<file path="src/rtl/udpv_pkg.sv">
`timescale 1ns / 1ps
`default_nettype none
// ----------------------------------------------------------------------------
// udpv_pkg
// Shared types, constants and helpers of the UDP over IPv4 header validator.
// ----------------------------------------------------------------------------
package udpv_pkg;

  // Width of the per-frame byte counter; the counter saturates at its maximum.
  localparam int CountBits = 16;
  localparam logic [CountBits-1:0] CountMax = {CountBits{1'b1}};

  // Link header kinds as written to the configuration register
  localparam logic [1:0] LinkLoopback = 2'd0;
  localparam logic [1:0] LinkEthernet = 2'd1;
  localparam logic [1:0] LinkSlip     = 2'd2;
  localparam logic [1:0] LinkPpp      = 2'd3;
  localparam logic [1:0] LinkReset    = LinkEthernet;

  localparam logic [15:0] EthTypeIpv4  = 16'h0800;
  localparam logic [3:0]  IpVersion4   = 4'd4;
  localparam logic [3:0]  IhlMin       = 4'd5;
  localparam logic [7:0]  ProtoUdp     = 8'd17;
  localparam logic [5:0]  MinIpAndUdp  = 6'd28;
  localparam logic [5:0]  UdpHdrBytes  = 6'd8;

  // Byte positions of the Ethernet type word within the frame
  localparam logic [CountBits-1:0] TypeHiPos = CountBits'(12);
  localparam logic [CountBits-1:0] TypeLoPos = CountBits'(13);
  // Offset of the protocol byte within the IP header
  localparam logic [CountBits-1:0] ProtoIdx  = CountBits'(9);

  typedef enum logic [2:0] {
    StsOk          = 3'd0,
    StsTooShort    = 3'd1,
    StsNotIpv4     = 3'd2,
    StsBadVersion  = 3'd3,
    StsBadIhl      = 3'd4,
    StsShortForHdr = 3'd5,
    StsChecksum    = 3'd6,
    StsNotUdp      = 3'd7
  } status_e;

  // Frame summary handed from the front part to the back part on a last byte
  typedef struct packed {
    logic [CountBits-1:0] pos;        // index of the last byte in the frame
    logic [1:0]           link_type;
    logic [15:0]          type_word;
    logic [3:0]           version;
    logic [3:0]           ihl;
    logic [7:0]           protocol;
    logic [15:0]          sum;
  } frame_sum_t;

  // Link header size in bytes
  function automatic logic [4:0] link_size(input logic [1:0] lt);
    logic [4:0] sz;
    case (lt)
      LinkLoopback: sz = 5'd4;
      LinkEthernet: sz = 5'd14;
      LinkSlip:     sz = 5'd24;
      LinkPpp:      sz = 5'd24;
      default:      sz = 5'd24;
    endcase
    return sz;
  endfunction

endpackage
`default_nettype wire

</file>
<file path="src/rtl/udpv_front.sv">
`timescale 1ns / 1ps
`default_nettype none
// ----------------------------------------------------------------------------
// udpv_front
// Byte-rate front end: tracks frame position, captures header fields and
// keeps the running ones' complement sum; emits a frame summary on last.
// ----------------------------------------------------------------------------
module udpv_front (
  input  wire logic                clk_i,
  input  wire logic                rst_ni,
  input  wire logic                cfg_valid_i,
  input  wire logic [1:0]          cfg_link_type_i,
  input  wire logic                accept_i,
  input  wire logic [7:0]          data_byte_i,
  input  wire logic                last_i,
  output udpv_pkg::frame_sum_t     summary_o
);

  logic [1:0]                     link_type_q;
  logic [udpv_pkg::CountBits-1:0] count_q, count_d;
  logic [15:0]                    type_q, type_d;
  logic [3:0]                     ver_q, ver_d;
  logic [3:0]                     ihl_q, ihl_d;
  logic [7:0]                     prot_q, prot_d;
  logic [15:0]                    sum_q, sum_d;
  logic [7:0]                     hold_q, hold_d;

  logic [udpv_pkg::CountBits-1:0] lsz;
  logic [udpv_pkg::CountBits-1:0] ip_idx;
  logic                           ip_act;
  logic                           in_hdr;
  logic [16:0]                    add_w;

  assign lsz    = udpv_pkg::CountBits'(udpv_pkg::link_size(link_type_q));
  assign ip_act = (count_q >= lsz);
  assign ip_idx = count_q - lsz;

  always_comb begin
    type_d  = type_q;
    ver_d   = ver_q;
    ihl_d   = ihl_q;
    prot_d  = prot_q;
    sum_d   = sum_q;
    hold_d  = hold_q;
    add_w   = {1'b0, sum_q} + {1'b0, hold_q, data_byte_i};
    count_d = (count_q == udpv_pkg::CountMax) ? count_q
                                              : count_q + udpv_pkg::CountBits'(1);

    if (count_q == udpv_pkg::TypeHiPos) begin
      type_d[15:8] = data_byte_i;
    end else if (count_q == udpv_pkg::TypeLoPos) begin
      type_d[7:0] = data_byte_i;
    end

    if (ip_act && (ip_idx == '0)) begin
      ver_d = data_byte_i[7:4];
      ihl_d = data_byte_i[3:0];
    end else if (ip_act && (ip_idx == udpv_pkg::ProtoIdx)) begin
      prot_d = data_byte_i;
    end

    // Sum only the bytes inside the IP header, using the freshly seen IHL
    in_hdr = ip_act && (ip_idx < udpv_pkg::CountBits'({ihl_d, 2'b00}));
    if (in_hdr) begin
      if (!ip_idx[0]) begin
        hold_d = data_byte_i;
      end else begin
        sum_d = add_w[15:0] + 16'(add_w[16]);
      end
    end
  end

  always_comb begin
    summary_o.pos       = count_q;
    summary_o.link_type = link_type_q;
    summary_o.type_word = type_d;
    summary_o.version   = ver_d;
    summary_o.ihl       = ihl_d;
    summary_o.protocol  = prot_d;
    summary_o.sum       = sum_d;
  end

  always_ff @(posedge clk_i or negedge rst_ni) begin
    if (!rst_ni) begin
      link_type_q <= udpv_pkg::LinkReset;
      count_q     <= '0;
      type_q      <= '0;
      ver_q       <= '0;
      ihl_q       <= '0;
      prot_q      <= '0;
      sum_q       <= '0;
      hold_q      <= '0;
    end else begin
      if (cfg_valid_i) begin
        link_type_q <= cfg_link_type_i;
      end
      if (accept_i) begin
        if (last_i) begin
          count_q <= '0;
          type_q  <= '0;
          ver_q   <= '0;
          ihl_q   <= '0;
          prot_q  <= '0;
          sum_q   <= '0;
          hold_q  <= '0;
        end else begin
          count_q <= count_d;
          type_q  <= type_d;
          ver_q   <= ver_d;
          ihl_q   <= ihl_d;
          prot_q  <= prot_d;
          sum_q   <= sum_d;
          hold_q  <= hold_d;
        end
      end
    end
  end

endmodule
`default_nettype wire

</file>
<file path="src/rtl/udpv_queue.sv">
`timescale 1ns / 1ps
`default_nettype none
// ----------------------------------------------------------------------------
// udpv_queue
// Two-entry queue of frame summaries between front and back.
// ----------------------------------------------------------------------------
module udpv_queue (
  input  wire logic                 clk_i,
  input  wire logic                 rst_ni,
  input  wire logic                 push_i,
  input  wire udpv_pkg::frame_sum_t push_data_i,
  input  wire logic                 pop_i,
  output udpv_pkg::frame_sum_t      pop_data_o,
  output logic                      full_o,
  output logic                      empty_o
);

  udpv_pkg::frame_sum_t entry_q [2];
  logic                 wr_ptr_q, rd_ptr_q;
  logic [1:0]           fill_q;

  assign full_o     = (fill_q == 2'd2);
  assign empty_o    = (fill_q == 2'd0);
  assign pop_data_o = entry_q[rd_ptr_q];

  always_ff @(posedge clk_i) begin
    if (push_i) begin
      entry_q[wr_ptr_q] <= push_data_i;
    end
  end

  always_ff @(posedge clk_i or negedge rst_ni) begin
    if (!rst_ni) begin
      wr_ptr_q <= 1'b0;
      rd_ptr_q <= 1'b0;
      fill_q   <= 2'd0;
    end else begin
      if (push_i) begin
        wr_ptr_q <= ~wr_ptr_q;
      end
      if (pop_i) begin
        rd_ptr_q <= ~rd_ptr_q;
      end
      if (push_i && !pop_i) begin
        fill_q <= fill_q + 2'd1;
      end else if (pop_i && !push_i) begin
        fill_q <= fill_q - 2'd1;
      end
    end
  end

endmodule
`default_nettype wire

</file>
<file path="src/rtl/udpv_back.sv">
`timescale 1ns / 1ps
`default_nettype none
// ----------------------------------------------------------------------------
// udpv_back
// Runs the ordered checks on a frame summary and holds the result item.
// ----------------------------------------------------------------------------
module udpv_back (
  input  wire logic                 clk_i,
  input  wire logic                 rst_ni,
  input  wire logic                 avail_i,
  input  wire udpv_pkg::frame_sum_t summary_i,
  output logic                      pop_o,
  output logic                      out_valid_o,
  input  wire logic                 out_ready_i,
  output logic [2:0]                status_o,
  output logic [5:0]                header_length_o,
  output logic [15:0]               checksum_value_o,
  output logic [6:0]                udp_offset_o
);

  localparam int LenBits = udpv_pkg::CountBits + 1;

  logic               valid_q;
  udpv_pkg::status_e  status_q, status_d;
  logic [5:0]         hlen_q, hlen_d;
  logic [15:0]        cks_q, cks_d;
  logic [6:0]         offs_q, offs_d;

  logic [4:0]         lsz;
  logic [15:0]        cks;
  logic [LenBits-1:0] frame_len;
  logic [6:0]         need_hdr;

  assign pop_o = avail_i && (!valid_q || out_ready_i);

  assign lsz       = udpv_pkg::link_size(summary_i.link_type);
  assign hlen_d    = {summary_i.ihl, 2'b00};
  assign cks       = ~summary_i.sum;
  assign frame_len = {1'b0, summary_i.pos} + LenBits'(1);
  assign need_hdr  = 7'(lsz) + 7'(hlen_d) + 7'(udpv_pkg::UdpHdrBytes);
  assign offs_d    = 7'(lsz) + 7'(hlen_d);

  always_comb begin
    status_d = udpv_pkg::StsOk;
    cks_d    = '0;
    if (frame_len < LenBits'(lsz)) begin
      status_d = udpv_pkg::StsTooShort;
    end else if ((summary_i.link_type == udpv_pkg::LinkEthernet) &&
                 (summary_i.type_word != udpv_pkg::EthTypeIpv4)) begin
      status_d = udpv_pkg::StsNotIpv4;
    end else if (frame_len < LenBits'(7'(lsz) + 7'(udpv_pkg::MinIpAndUdp))) begin
      status_d = udpv_pkg::StsTooShort;
    end else if (summary_i.version != udpv_pkg::IpVersion4) begin
      status_d = udpv_pkg::StsBadVersion;
    end else if (summary_i.ihl < udpv_pkg::IhlMin) begin
      status_d = udpv_pkg::StsBadIhl;
    end else if (frame_len < LenBits'(need_hdr)) begin
      status_d = udpv_pkg::StsShortForHdr;
    end else begin
      cks_d = cks;
      if (cks != 16'h0000) begin
        status_d = udpv_pkg::StsChecksum;
      end else if (summary_i.protocol != udpv_pkg::ProtoUdp) begin
        status_d = udpv_pkg::StsNotUdp;
      end else begin
        status_d = udpv_pkg::StsOk;
      end
    end
  end

  always_ff @(posedge clk_i or negedge rst_ni) begin
    if (!rst_ni) begin
      valid_q <= 1'b0;
    end else if (pop_o) begin
      valid_q <= 1'b1;
    end else if (out_ready_i) begin
      valid_q <= 1'b0;
    end
  end

  always_ff @(posedge clk_i) begin
    if (pop_o) begin
      status_q <= status_d;
      hlen_q   <= hlen_d;
      cks_q    <= cks_d;
      offs_q   <= offs_d;
    end
  end

  assign out_valid_o      = valid_q;
  assign status_o         = status_q;
  assign header_length_o  = hlen_q;
  assign checksum_value_o = cks_q;
  assign udp_offset_o     = offs_q;

endmodule
`default_nettype wire

</file>
<file path="src/rtl/udp_ipv4_header_validator.sv">
`timescale 1ns / 1ps
`default_nettype none
// ----------------------------------------------------------------------------
// udp_ipv4_header_validator
// Checks the link, IPv4 and UDP framing of a captured frame, byte by byte.
// ----------------------------------------------------------------------------
// The block takes one frame byte per cycle while in_ready_o is high, link
// header first, and on the byte flagged last it produces one item with a
// status code, the IP header length, the checksum value and the UDP offset.
// It sustains one byte per clock with no gaps between frames unless the
// queue is full: the front part does all per-byte work, including the
// 16-bit end-around-carry add, combinationally. The result item of a frame
// is registered into the queue and then into the output register, which it
// enters when the output is free. Up to three finished frames can wait,
// two in the queue and one in the output register, while the consumer
// stalls; only when the queue is full does in_ready_o drop.
// Write the link type only while no frame is in flight.
// ----------------------------------------------------------------------------
module udp_ipv4_header_validator (
  input  wire logic        clk_i,
  input  wire logic        rst_ni,
  input  wire logic        cfg_valid_i,
  output logic             cfg_ready_o,
  input  wire logic [1:0]  cfg_link_type_i,
  input  wire logic        in_valid_i,
  output logic             in_ready_o,
  input  wire logic [7:0]  data_byte_i,
  input  wire logic        last_i,
  output logic             out_valid_o,
  input  wire logic        out_ready_i,
  output logic [2:0]       status_o,
  output logic [5:0]       header_length_o,
  output logic [15:0]      checksum_value_o,
  output logic [6:0]       udp_offset_o
);

  udpv_pkg::frame_sum_t front_sum, queue_sum;
  logic                 accept;
  logic                 q_full, q_empty, q_pop;

  // Configuration is always taken at once
  assign cfg_ready_o = 1'b1;

  // Hold input while the queue has no room for another summary
  assign in_ready_o = !q_full;
  assign accept     = in_valid_i && in_ready_o;

  udpv_front u_front (
    .clk_i           (clk_i),
    .rst_ni          (rst_ni),
    .cfg_valid_i     (cfg_valid_i),
    .cfg_link_type_i (cfg_link_type_i),
    .accept_i        (accept),
    .data_byte_i     (data_byte_i),
    .last_i          (last_i),
    .summary_o       (front_sum)
  );

  // Push a summary only on the last byte of a frame
  udpv_queue u_queue (
    .clk_i       (clk_i),
    .rst_ni      (rst_ni),
    .push_i      (accept && last_i),
    .push_data_i (front_sum),
    .pop_i       (q_pop),
    .pop_data_o  (queue_sum),
    .full_o      (q_full),
    .empty_o     (q_empty)
  );

  udpv_back u_back (
    .clk_i            (clk_i),
    .rst_ni           (rst_ni),
    .avail_i          (!q_empty),
    .summary_i        (queue_sum),
    .pop_o            (q_pop),
    .out_valid_o      (out_valid_o),
    .out_ready_i      (out_ready_i),
    .status_o         (status_o),
    .header_length_o  (header_length_o),
    .checksum_value_o (checksum_value_o),
    .udp_offset_o     (udp_offset_o)
  );

endmodule
`default_nettype wire

</file>
<file path="config.mk">
export PLATFORM = sky130hd
export DESIGN_NAME = udp_ipv4_header_validator
export DESIGN_NICKNAME = d
export VERILOG_FILES = /design/src/rtl/udpv_pkg.sv /design/src/rtl/udpv_front.sv /design/src/rtl/udpv_queue.sv /design/src/rtl/udpv_back.sv /design/src/rtl/udp_ipv4_header_validator.sv
export SDC_FILE = /design/constraint.sdc
export NUM_CORES = 1
export LEC_CHECK = 0
export BUFFER_PORTS_ARGS = -buffer_cell sky130_fd_sc_hd__buf_2
export CAP_MARGIN = 10
export CORE_MARGIN = 2
export CORE_UTILIZATION = 36
export CTS_CLUSTER_DIAMETER = 120
export DETAILED_ROUTE_END_ITERATION = 16
export GPL_TIMING_DRIVEN = 0
export PLACE_DENSITY = 0.57
export SYNTH_ARGS = -nofsm -noshare
export SYNTH_HDL_FRONTEND = slang
export SYNTH_HIERARCHICAL = 1
export SYNTH_SLANG_ARGS = --single-unit
export TNS_END_PERCENT = 10
</file>
<file path="constraint.sdc">
create_clock -name clk_i -period 9.8 [get_ports clk_i]
set_clock_uncertainty 0.15 [all_clocks]
set_input_delay 1.47 -clock clk_i [delete_from_list [all_inputs] [get_ports clk_i]]
set_output_delay 1.47 -clock clk_i [all_outputs]
set_load 0.1 [all_outputs]
</file>
==> run summary, run 1 <==
Rows: 67
root buf cell: clkbuf_16
maximum vdd drop: 222 uV
I/O pin cnt: 51
crit path cell chain: nor2b_1 -> ha_1 -> inv_1 -> fa_1 -> a21oi_1 -> mux2_2 -> o221ai_1 -> o211ai_1 -> nor3_2 -> mux2i_1 -> ha_1 -> a21oi_1 -> o21ai_0 -> a41o_2 -> nor4_1 -> o221ai_1 -> buf_6 -> a221o_1
highest clock rate: 0.153 GHz
minimum clock period: 6.53 ns
kind of critical path: reg2reg
die width: 189 microns
cts hold-fix bufs: 0
cell taking the most area after synthesis: edfxtp_1
max incr delay on CP: 0.72 ns
Design Power: 0.00361 W
commonest non-fill, non-tap cell in the layout: edfxtp_1
TritonCTS buffer count: 27
global-route wire length before repair: 43900 microns
vias in the first global route: 7740
setup violators final: 0
final wirelength: 27700 microns
Placeable Area: 33700 sq um
DR iter-0 viols: 426
MaxCap Viol Count: 0
Wirelength per Cell: 18.5 microns
Antenna diodes: 0
Global Route Usage Sum: 15.5%
Hold Violations, Final: 0
die height: 189 microns
vias per inst: 5.22
outcome: finished, final reports clean
Starting Density: 36.7%
max-slew violation count: 0
crit-path leading delay family: compound AO/OA/AOI/OAI gates
area delta synth->final: 14.8%
DR DRC count: 0
DIE AREA: 35900 sq um
clk_lat worst skew: 0.55 ns
min-delay worst type: reg2reg
CP max-delay cell: nor3_2
Syn Inst Count: 946
most frequent cells in the layout: 161 x edfxtp_1, 84 x nor2_1, 78 x dfrtp_1
Yosys Warn Count: 6
HPWL Detailed: 19600 microns
Worst-path clk slew: 0.06 ns
total setup buffers inserted after CTS: 0
via count: 7819
syn_area_per_cell: 13.1 sq um
CTS tree: built
fill count: 3177
Yosys cell types: 91
pin count of the biggest net entering global routing: 48
CP max FO: 10
Buffers & Inverters on Critical Path: 2
Final Cycle Share: 66.6%
CTS Sinks: 240
H-Tree Level Count: 1
CP Data Required Time: 10.08 ns
RSZ-0062 raised after global routing: false
Synth Register Bits: 240
post_cts resized: 0
post-synthesis sequential area ratio: 55.0%
Crit. End Element: flip-flop
Worst Tran Pin Value: 1.13 ns
Power Dens Cells: 254 nW/um^2
ys async rst share: 32.9%
Rel. slew slack: 23.7%
ys flop type: edfxtp_1
Pleak: 5.67 nW
mapped cell area: 12400 sq um
initial antenna violation count: 0
top post-synthesis cells by area: edfxtp_1 39%, dfrtp_1 16%, mux2_2 6.5%, ha_1 4.2%, mux2_4 3.6%
router iterations before antenna repair: 4
CP Launch Type: flip-flop
layout cells sized above 1: 24.4%
port bufs: 46
Remaining Overflow, GRT: 0
GPL Wtd Cong: 0.869
top-area cell type share of the netlist area: 39.0%
EDFF count, synth: 161
Longest Clk Path Bufs: 3
total negative setup slack: 0 ns
final antenna-violating net count: 0
layout net count: 1089
critical path arrival: 6.81 ns
layout make-up:
type	instances	area, sq um	area share, %
Clock buffer	40	764	5.38
Clock inverter	10	121	0.854
Inverter	26	97.6	0.687
Tap cell	448	561	3.94
Multi-Input combinational cell	642	5210	36.6
Sequential cell	240	6810	47.9
Buffer	41	294	2.07
Timing Repair Buffer	51	355	2.50
through the flow:
step	std cells	hold WS, ns	area, sq um	setup WS [ns]	utilization (%)
final	1498	0.323	14200	3.27	42.2
after global routing	1498	0.342	14200	2.82	42.2
after CTS	1498	0.321	14200	3.31	42.2
after detailed placement	1448	0.310	13300	3.32	39.6
after global placement	1443	0.299	13200	2.21	39.1
after floorplan	949	0.292	12400	4.51	-
state kept, by name, summed over array words and instances (netlist names), 3 cells and up:
register	flops
u_back/checksum_value_o	16
u_back/header_length_o	4
u_back/status_o	3
u_back/udp_offset_o	6
u_front/count_q	16
u_front/hold_q	8
u_front/ihl_q	4
u_front/prot_q	8
u_front/sum_q	16
u_front/type_q	16
u_front/ver_q	4
u_queue/entry_q	132
final timing paths:
kind | start | endpoint | slack, ns | cells past startpoint
min in group asynchronous | rst_ni | u_front/type_q[3]$_DFFE_PN0P_ | 0.72 | 1
worst min register to register | u_front/count_q[8]$_DFFE_PN0P_ | u_queue/entry_q[1][58]$_DFFE_PP_ | 0.32 | 0
worst max register to register | u_front/link_type_q[0]$_DFFE_PN1P_ | u_front/hold_q[4]$_DFFE_PN0P_ | 3.27 | 18
max in group asynchronous | rst_ni | u_front/link_type_q[0]$_DFFE_PN1P_ | 8.08 | 2
worst max-delay path | u_front/link_type_q[0]$_DFFE_PN1P_ | u_front/hold_q[4]$_DFFE_PN0P_ | 3.27 | 18
worst min-delay path | u_front/count_q[8]$_DFFE_PN0P_ | u_queue/entry_q[1][58]$_DFFE_PP_ | 0.32 | 0
synth_stat cells (all sizes together) (17+ instances only):
library cell    n
a22o           43
xnor2          27
inv            26
nor3           17
buf            23
o21ai          25
a21oi          28
edfxtp        161
mux2          102
dfrtp          78
ha             42
xor2           21
nor2           85
nand2          37
metal layers:
layer	part of all wire [%]	up-vias	global-route usage (%)	routed length [microns]
met5	0	-	0	0
met4	2.5	0	4.03	701
met3	3.3	38	2.06	903
met2	46	127	25.3	12900
met1	48	3873	21.9	13300
li1	-	3781	-	-
report_power, final:
part / total (W) / switching [W] / internal [W] / leakage (nW)
clock network: 0.00100 / 0.000408 / 0.000595 / 0.436
registers: 0.00129 / 0.0000457 / 0.00124 / 2.62
logic: 0.00131 / 0.000891 / 0.000423 / 2.61
logic make-up after synthesis:
family / synth area share, %
AND/OR/NAND/NOR: 12.1
flip-flops: 55.0
AO/OA/AOI/OAI: 11.0
multiplexers: 10.4
buffers and inverters: 3.16
XOR/XNOR: 3.58
adder cells (fa/ha/maj): 4.65
other: 0.0606
(Power assumes the default switching activity.)
==> inputs of run 2 (changes only) <==
PLACE_DENSITY = 0.59   (was 0.57)
clock period = 5.9 ns   (was 9.8 ns; I/O delays follow)
==> run summary, run 2 (same netlist as run 1, synthesis figures left out) <==
MaxCap Viol Count: 0 (unchanged)
root buf cell: clkbuf_16 (unchanged)
router iterations before antenna repair: 7 (was 4)
part of the power in combinational logic: 36.2% (was 36.4%)
via count: 7845 (was 7819)
TritonCTS buffer count: 26 (was 27)
Longest Clk Path Bufs: 3 (unchanged)
CTS Sinks: 240 (unchanged)
DR iter-0 viols: 404 (was 426)
Pleak: 5.70 nW (was 5.67 nW)
final antenna-violating net count: 0 (unchanged)
max-slew violation count: 0 (unchanged)
CP max-delay cell: dfstp_2 (was nor3_2)
initial antenna violation count: 0 (unchanged)
flop-to-flop setup slack: 0.15 ns (was 3.27 ns)
CP Data Required Time: 6.16 ns (was 10.08 ns)
minimum clock period: 5.75 ns (was 6.53 ns)
Worst Tran Pin Value: 1.07 ns (was 1.13 ns)
Worst-path clk slew: 0.06 ns (about the same)
worst r2r src: u_front/link_type_q[0]$_DFFE_PN1P_ (unchanged)
outcome: finished, final reports clean (unchanged)
Hold Violations, Final: 0 (unchanged)
kind of critical path: reg2reg (unchanged)
Remaining Overflow, GRT: 0 (unchanged)
sw frac: 37.1% (was 37.3%)
Top reg by flops: u_queue/entry_q (unchanged)
setup violators final: 0 (unchanged)
Rel. slew slack: 27.8% (was 23.7%)
final wirelength: 27400 microns (was 27700 microns)
Clk network pwr share: 28.0% (was 27.8%)
Global Route Usage Sum: 15.4% (was 15.5%)
H-Tree Level Count: 1 (unchanged)
clk_lat worst skew: 0.54 ns (was 0.55 ns)
min-delay worst type: in2async (was reg2reg)
Wirelength per Cell: 18.3 microns (was 18.5 microns)
vias per inst: 5.24 (was 5.22)
die width: 189 microns (unchanged)
area delta synth->final: 15.1% (was 14.8%)
pin count of the biggest net entering global routing: 43 (was 48)
Rows: 67 (unchanged)
Seq pwr share: 35.8% (was 35.7%)
CP max FO: 10 (unchanged)
vias in the first global route: 7915 (was 7740)
highest clock rate: 0.174 GHz (was 0.153 GHz)
Crit. End Element: flip-flop (unchanged)
GPL Wtd Cong: 0.845 (was 0.869)
Net Sw Power: 0.00222 W (was 0.00135 W)
layout net count: 1090 (was 1089)
layout cells sized above 1: 25.4% (was 24.4%)
Starting Density: 36.7% (unchanged)
critical path arrival: 6.01 ns (was 6.81 ns)
pre-CTS setup slack: -0.670 ns (was 3.32 ns)
port bufs: 46 (unchanged)
post-route cell area: 14300 sq um (was 14200 sq um)
PnR worst setup slack: 0.154 ns (was 3.27 ns)
Placeable Area: 33700 sq um (unchanged)
Worst Reg2Reg Path Length in Cells: 18 (unchanged)
CP Launch Type: flip-flop (unchanged)
DIE AREA: 35900 sq um (unchanged)
CTS tree: built (unchanged)
cts hold-fix bufs: 0 (unchanged)
Final Cycle Share: 97.4% (was 66.6%)
commonest non-fill, non-tap cell in the layout: edfxtp_1 (unchanged)
HPWL Detailed: 19500 microns (was 19600 microns)
internal cell power: 0.00377 W (was 0.00226 W)
RSZ-0062 raised after global routing: true (was false)
DR DRC count: 0 (unchanged)
FF-to-FF End: u_front/hold_q[3]$_DFFE_PN0P_ (was u_front/hold_q[4]$_DFFE_PN0P_)
max reg flops: 132 (unchanged)
Power Dens Cells: 420 nW/um^2 (was 254 nW/um^2)
Antenna diodes: 0 (unchanged)
global-route wire length before repair: 43800 microns (was 43900 microns)
die height: 189 microns (unchanged)
max incr delay on CP: 0.64 ns (was 0.72 ns)
maximum vdd drop: 319 uV (was 222 uV)
placed inst area: 13300 sq um (about the same)
fill count: 3159 (was 3177)
I/O pin cnt: 51 (unchanged)
most frequent cells in the layout: 161 x edfxtp_1, 84 x nor2_1, 78 x dfrtp_1 (unchanged)
crit path cell chain: nor2b_1 -> ha_1 -> inv_1 -> fa_1 -> a21oi_2 -> mux2_2 -> o221ai_1 -> o211ai_1 -> nor3_4 -> mux2i_4 -> ha_1 -> a21oi_1 -> o21ai_0 -> a41o_2 -> nor4_2 -> o221ai_1 -> buf_6 -> a221o_1 (was nor2b_1 -> ha_1 -> inv_1 -> fa_1 -> a21oi_1 -> mux2_2 -> o221ai_1 -> o211ai_1 -> nor3_2 -> mux2i_1 -> ha_1 -> a21oi_1 -> o21ai_0 -> a41o_2 -> nor4_1 -> o221ai_1 -> buf_6 -> a221o_1)
-- run 2: metrics by stage --
| stage | TNS [ns] | total power, W | utilization, % | instances | hold WS (ns) |
|---|---|---|---|---|---|
| 2_1_floorplan | 0 | 0.00390 | - | 949 | 0.292 |
| 3_5_place_dp | -30.66 | 0.00435 | 39.5 | 1447 | 0.316 |
| 6_report | 0 | 0.00599 | 42.3 | 1498 | 0.177 |
| 3_3_place_gp | -93.02 | 0.00432 | 39.1 | 1443 | 0.303 |
| 5_1_grt | -0.988 | 0.00629 | 42.3 | 1498 | 0.204 |
| 4_1_cts | 0 | 0.00606 | 42.2 | 1496 | 0.191 |
-- run 2: power by group through the flow --
stage	sequential [W]	clock, W	combinational [W]
3_5_place_dp	0.00218	0	0.00217
3_3_place_gp	0.00219	0	0.00212
5_1_grt	0.00217	0.00179	0.00234
6_report	0.00214	0.00168	0.00216
4_1_cts	0.00215	0.00172	0.00219
2_1_floorplan	0.00275	0	0.00115
-- run 2: worst max-delay path: cells and delay by family (launching register included) --
family | cells | cell delay (ns)
AOI/OAI and AO/OA | 8 | 2.04
adders and majority gates | 3 | 0.97
and+or+nand+nor | 3 | 0.76
muxes | 2 | 0.70
DFF | 1 | 0.64
buffers and inverters | 2 | 0.34
-- run 2: how the worst max path moves through the flow --
| stage | from | endpoint | slack, ns | cells past startpoint |
|---|---|---|---|---|
| floorplan | u_front/link_type_q[0]$_DFFE_PN1P_ | u_queue/entry_q[0][13]$_DFFE_PP_ | 0.71 | 18 |
| global placement | in_valid_i | u_queue/entry_q[0][32]$_DFFE_PP_ | -1.06 | 3 |
| detailed placement | u_front/link_type_q[0]$_DFFE_PN1P_ | u_queue/entry_q[0][12]$_DFFE_PP_ | -0.67 | 19 |
| CTS | u_front/link_type_q[0]$_DFFE_PN1P_ | u_queue/entry_q[0][11]$_DFFE_PP_ | 0.009 | 19 |
| global route | u_front/link_type_q[0]$_DFFE_PN1P_ | u_front/hold_q[3]$_DFFE_PN0P_ | -0.06 | 18 |
| finish | u_front/link_type_q[0]$_DFFE_PN1P_ | u_front/hold_q[3]$_DFFE_PN0P_ | 0.15 | 18 |
-- run 2: cell type report --
type                            instances  area (sq um)  share of cell area [%]
Buffer                                 41           298                    2.09
Clock buffer                           32           693                    4.86
Clock inverter                         16           195                    1.37
Inverter                               26          97.6                   0.685
Multi-Input combinational cell        642          5260                    36.9
Sequential cell                       240          6810                    47.8
Tap cell                              448           561                    3.93
Timing Repair Buffer                   53           343                    2.40
-- run 2: repair_timing --
action | in CTS | in global routing
resized for setup | 6 | 4
buffers inserted | 1 | 2
setup endpoints to repair | 56 | 56
pin swaps | 1 | 1
hold endpoints to repair | 0 | 0
cloned | 0 | 0
-- run 2: routing by layer --
metal  up-vias  global-route usage (%)  part of all wire [%]
met5         -                       0                     0
met4         0                    5.37                   2.9
met3        42                    2.02                   3.2
met2       117                    25.7                    48
met1      3918                    20.7                    46
li1       3768                       -                     -
==> inputs of run 3 (changes only) <==
CELL_PAD_IN_SITES_DETAIL_PLACEMENT = 0   (was not set)
CELL_PAD_IN_SITES_GLOBAL_PLACEMENT = 1   (was not set)
GPL_TIMING_DRIVEN = 1   (was 0)
PLACE_DENSITY = 0.68   (was 0.59)
==> run summary, run 3 (same netlist as run 1, synthesis figures left out) <==
outcome: finished, final reports clean (unchanged)
Final Cycle Share: 93.3% (was 97.4%)
Power Dens Cells: 428 nW/um^2 (was 420 nW/um^2)
Levels on crit path: 17 (was 18)
router iterations before antenna repair: 5 (was 7)
Longest Clk Path Bufs: 3 (unchanged)
vias per inst: 5.26 (was 5.24)
CP Launch Type: flip-flop (unchanged)
Net Sw Power: 0.00220 W (was 0.00222 W)
Worst Reg2Reg Path Length in Cells: 17 (was 18)
max-slew violation count: 0 (unchanged)
end point of the critical path: u_queue/entry_q[0][2]$_DFFE_PP_ (was u_front/hold_q[3]$_DFFE_PN0P_)
worst r2r src: u_front/link_type_q[0]$_DFFE_PN1P_ (unchanged)
layout net count: 1059 (was 1090)
internal cell power: 0.00379 W (was 0.00377 W)
GPL Wtd Cong: 0.820 (was 0.845)
DR top layer: met4 (unchanged)
most frequent cells in the layout: 161 x edfxtp_1, 83 x nor2_1, 77 x dfrtp_1 (was 161 x edfxtp_1, 84 x nor2_1, 78 x dfrtp_1)
Buffers & Inverters on Critical Path: 1 (was 2)
Seq pwr share: 36.8% (was 35.8%)
part of the power in combinational logic: 33.4% (was 36.2%)
Placeable Area: 33700 sq um (unchanged)
global-route wire length before repair: 42500 microns (was 43800 microns)
Worst-path clk slew: 0.06 ns (about the same)
area delta synth->final: 13.0% (was 15.1%)
max incr delay on CP: 0.63 ns (was 0.64 ns)
minimum clock period: 5.51 ns (was 5.75 ns)
total setup buffers inserted after CTS: 0 (was 1)
maximum vdd drop: 353 uV (was 319 uV)
final antenna-violating net count: 0 (unchanged)
CP Data Required Time: 6.04 ns (was 6.16 ns)
CP max-delay cell: dfstp_2 (unchanged)
initial antenna violation count: 0 (unchanged)
FF-to-FF End: u_queue/entry_q[0][2]$_DFFE_PP_ (was u_front/hold_q[3]$_DFFE_PN0P_)
clk_lat worst skew: 0.54 ns (about the same)
Pleak: 5.56 nW (was 5.70 nW)
CTS tree: built (unchanged)
commonest non-fill, non-tap cell in the layout: edfxtp_1 (unchanged)
Crit. Startpoint: u_front/link_type_q[0]$_DFFE_PN1P_ (unchanged)
die width: 189 microns (unchanged)
setup violators final: 0 (unchanged)
pin count of the biggest net entering global routing: 67 (was 43)
DR iter-0 viols: 399 (was 404)
Wirelength per Cell: 18.3 microns (about the same)
Global Route Usage Sum: 15.0% (was 15.4%)
root buf cell: clkbuf_16 (unchanged)
MaxCap Viol Count: 0 (unchanged)
Post-Route M1 WL: 13700 microns (was 12600 microns)
routed wl met3: 1240 microns (was 887 microns)
via count: 7734 (was 7845)
met2 wire length: 11400 microns (was 13100 microns)
fill count: 3173 (was 3159)
Rows: 67 (unchanged)
Top reg by flops: u_queue/entry_q (unchanged)
max reg flops: 132 (unchanged)
CTS Sinks: 240 (unchanged)
TritonCTS buffer count: 27 (was 26)
vias in the first global route: 7521 (was 7915)
Hold Violations, Final: 0 (unchanged)
sw frac: 36.7% (was 37.1%)
DIE AREA: 35900 sq um (unchanged)
total negative setup slack: 0 ns (unchanged)
highest clock rate: 0.182 GHz (was 0.174 GHz)
RSZ-0062 raised after global routing: false (was true)
Crit. End Element: flip-flop (unchanged)
H-Tree Level Count: 1 (unchanged)
HPWL Detailed: 18300 microns (was 19500 microns)
critical path arrival: 5.64 ns (was 6.01 ns)
crit-path leading delay family: compound AO/OA/AOI/OAI gates (unchanged)
crit path cell chain: nor2b_1 -> ha_1 -> inv_1 -> fa_1 -> a21oi_1 -> mux2_2 -> o221ai_1 -> o211ai_1 -> nor3_2 -> mux2i_1 -> ha_1 -> a21oi_1 -> o21ai_0 -> a41o_2 -> nor4_1 -> o221a_2 -> mux2_2 (was nor2b_1 -> ha_1 -> inv_1 -> fa_1 -> a21oi_2 -> mux2_2 -> o221ai_1 -> o211ai_1 -> nor3_4 -> mux2i_4 -> ha_1 -> a21oi_1 -> o21ai_0 -> a41o_2 -> nor4_2 -> o221ai_1 -> buf_6 -> a221o_1)
Clk network pwr share: 29.7% (was 28.0%)
Worst Tran Pin Value: 0.954 ns (was 1.07 ns)
I/O pin cnt: 51 (unchanged)
die height: 189 microns (unchanged)
port bufs: 46 (unchanged)
final wirelength: 26900 microns (was 27400 microns)
Starting Density: 36.7% (unchanged)
DR DRC count: 0 (unchanged)
layout cells sized above 1: 24.3% (was 25.4%)
Remaining Overflow, GRT: 0 (unchanged)
Hold Slack: 0.0602 ns (was 0.177 ns)
min-delay worst type: in2async (unchanged)
flop-to-flop setup slack: 0.39 ns (was 0.15 ns)
kind of critical path: reg2reg (unchanged)
CP max FO: 11 (was 10)
Rel. slew slack: 36.4% (was 27.8%)
[run 3: cell count changes in the layout (fill, tap and decap cells not counted), moves of 3 or more]
cell | before | now
buf_6 | 11 | 0
buf_4 | 12 | 17
buf_12 | 3 | 0
clkinv_2 | 7 | 4
clkbuf_1 | 18 | 2
buf_2 | 48 | 45
[run 3: area by class of cell]
cell class,count,area [sq um],share of cell area [%]
multi-input combinational,642,5200,37.2
tap,448,561,4.01
clock buffer,31,711,5.08
timing repair buffer,62,353,2.52
sequential,240,6820,48.7
antenna,1,2.50,0.0179
inverter,26,97.6,0.697
clock inverter,19,250,1.79
[run 3: layer usage]
metal	vias up	global-route usage, %
met4	0	4.14
met5	-	0
met3	38	2.21
met2	159	22.4
li1	3720	-
met1	3817	22.5
[run 3: how the worst min path moves through the flow]
stage                                         start                               end  slack, ns  depth (start not counted)
finish                                       rst_ni     u_front/sum_q[14]$_DFFE_PN0P_       0.06                          1
global route                                 rst_ni     u_front/sum_q[14]$_DFFE_PN0P_       0.05                          1
CTS                                          rst_ni     u_front/sum_q[14]$_DFFE_PN0P_       0.04                          1
detailed placement     u_front/ihl_q[1]$_DFFE_PN0P_      u_front/ihl_q[1]$_DFFE_PN0P_       0.32                          1
global placement    u_front/count_q[15]$_DFFE_PN0P_  u_queue/entry_q[0][65]$_DFFE_PP_       0.30                          0
floorplan           u_front/count_q[15]$_DFFE_PN0P_  u_queue/entry_q[0][65]$_DFFE_PP_       0.29                          0
[run 3: stage by stage]
step	total power, W	worst slack (ns)	utilization, %	instances	cell area [sq um]
after detailed placement	0.00426	0.277	38.7	1418	13000
after floorplan	0.00390	0.711	-	949	12400
after global placement	0.00424	0.357	38.7	1418	13000
after CTS	0.00606	0.266	41.5	1468	14000
after global routing	0.00630	0.0469	41.5	1468	14000
final	0.00599	0.394	41.5	1469	14000
[run 3: what timing repair did]
item / 4_1_cts / 5_1_grt
hold buffers: 0 / 0
endpoints found under the setup margin: 0 / 35
gates resized for setup: 0 / 1
[run 3: power groups by stage]
stage	logic, W	registers [W]	clock network (W)
after floorplan	0.00115	0.00275	0
after global placement	0.00201	0.00224	0
after detailed placement	0.00201	0.00225	0
after CTS	0.00202	0.00221	0.00183
after global routing	0.00217	0.00223	0.00190
final	0.00200	0.00221	0.00178
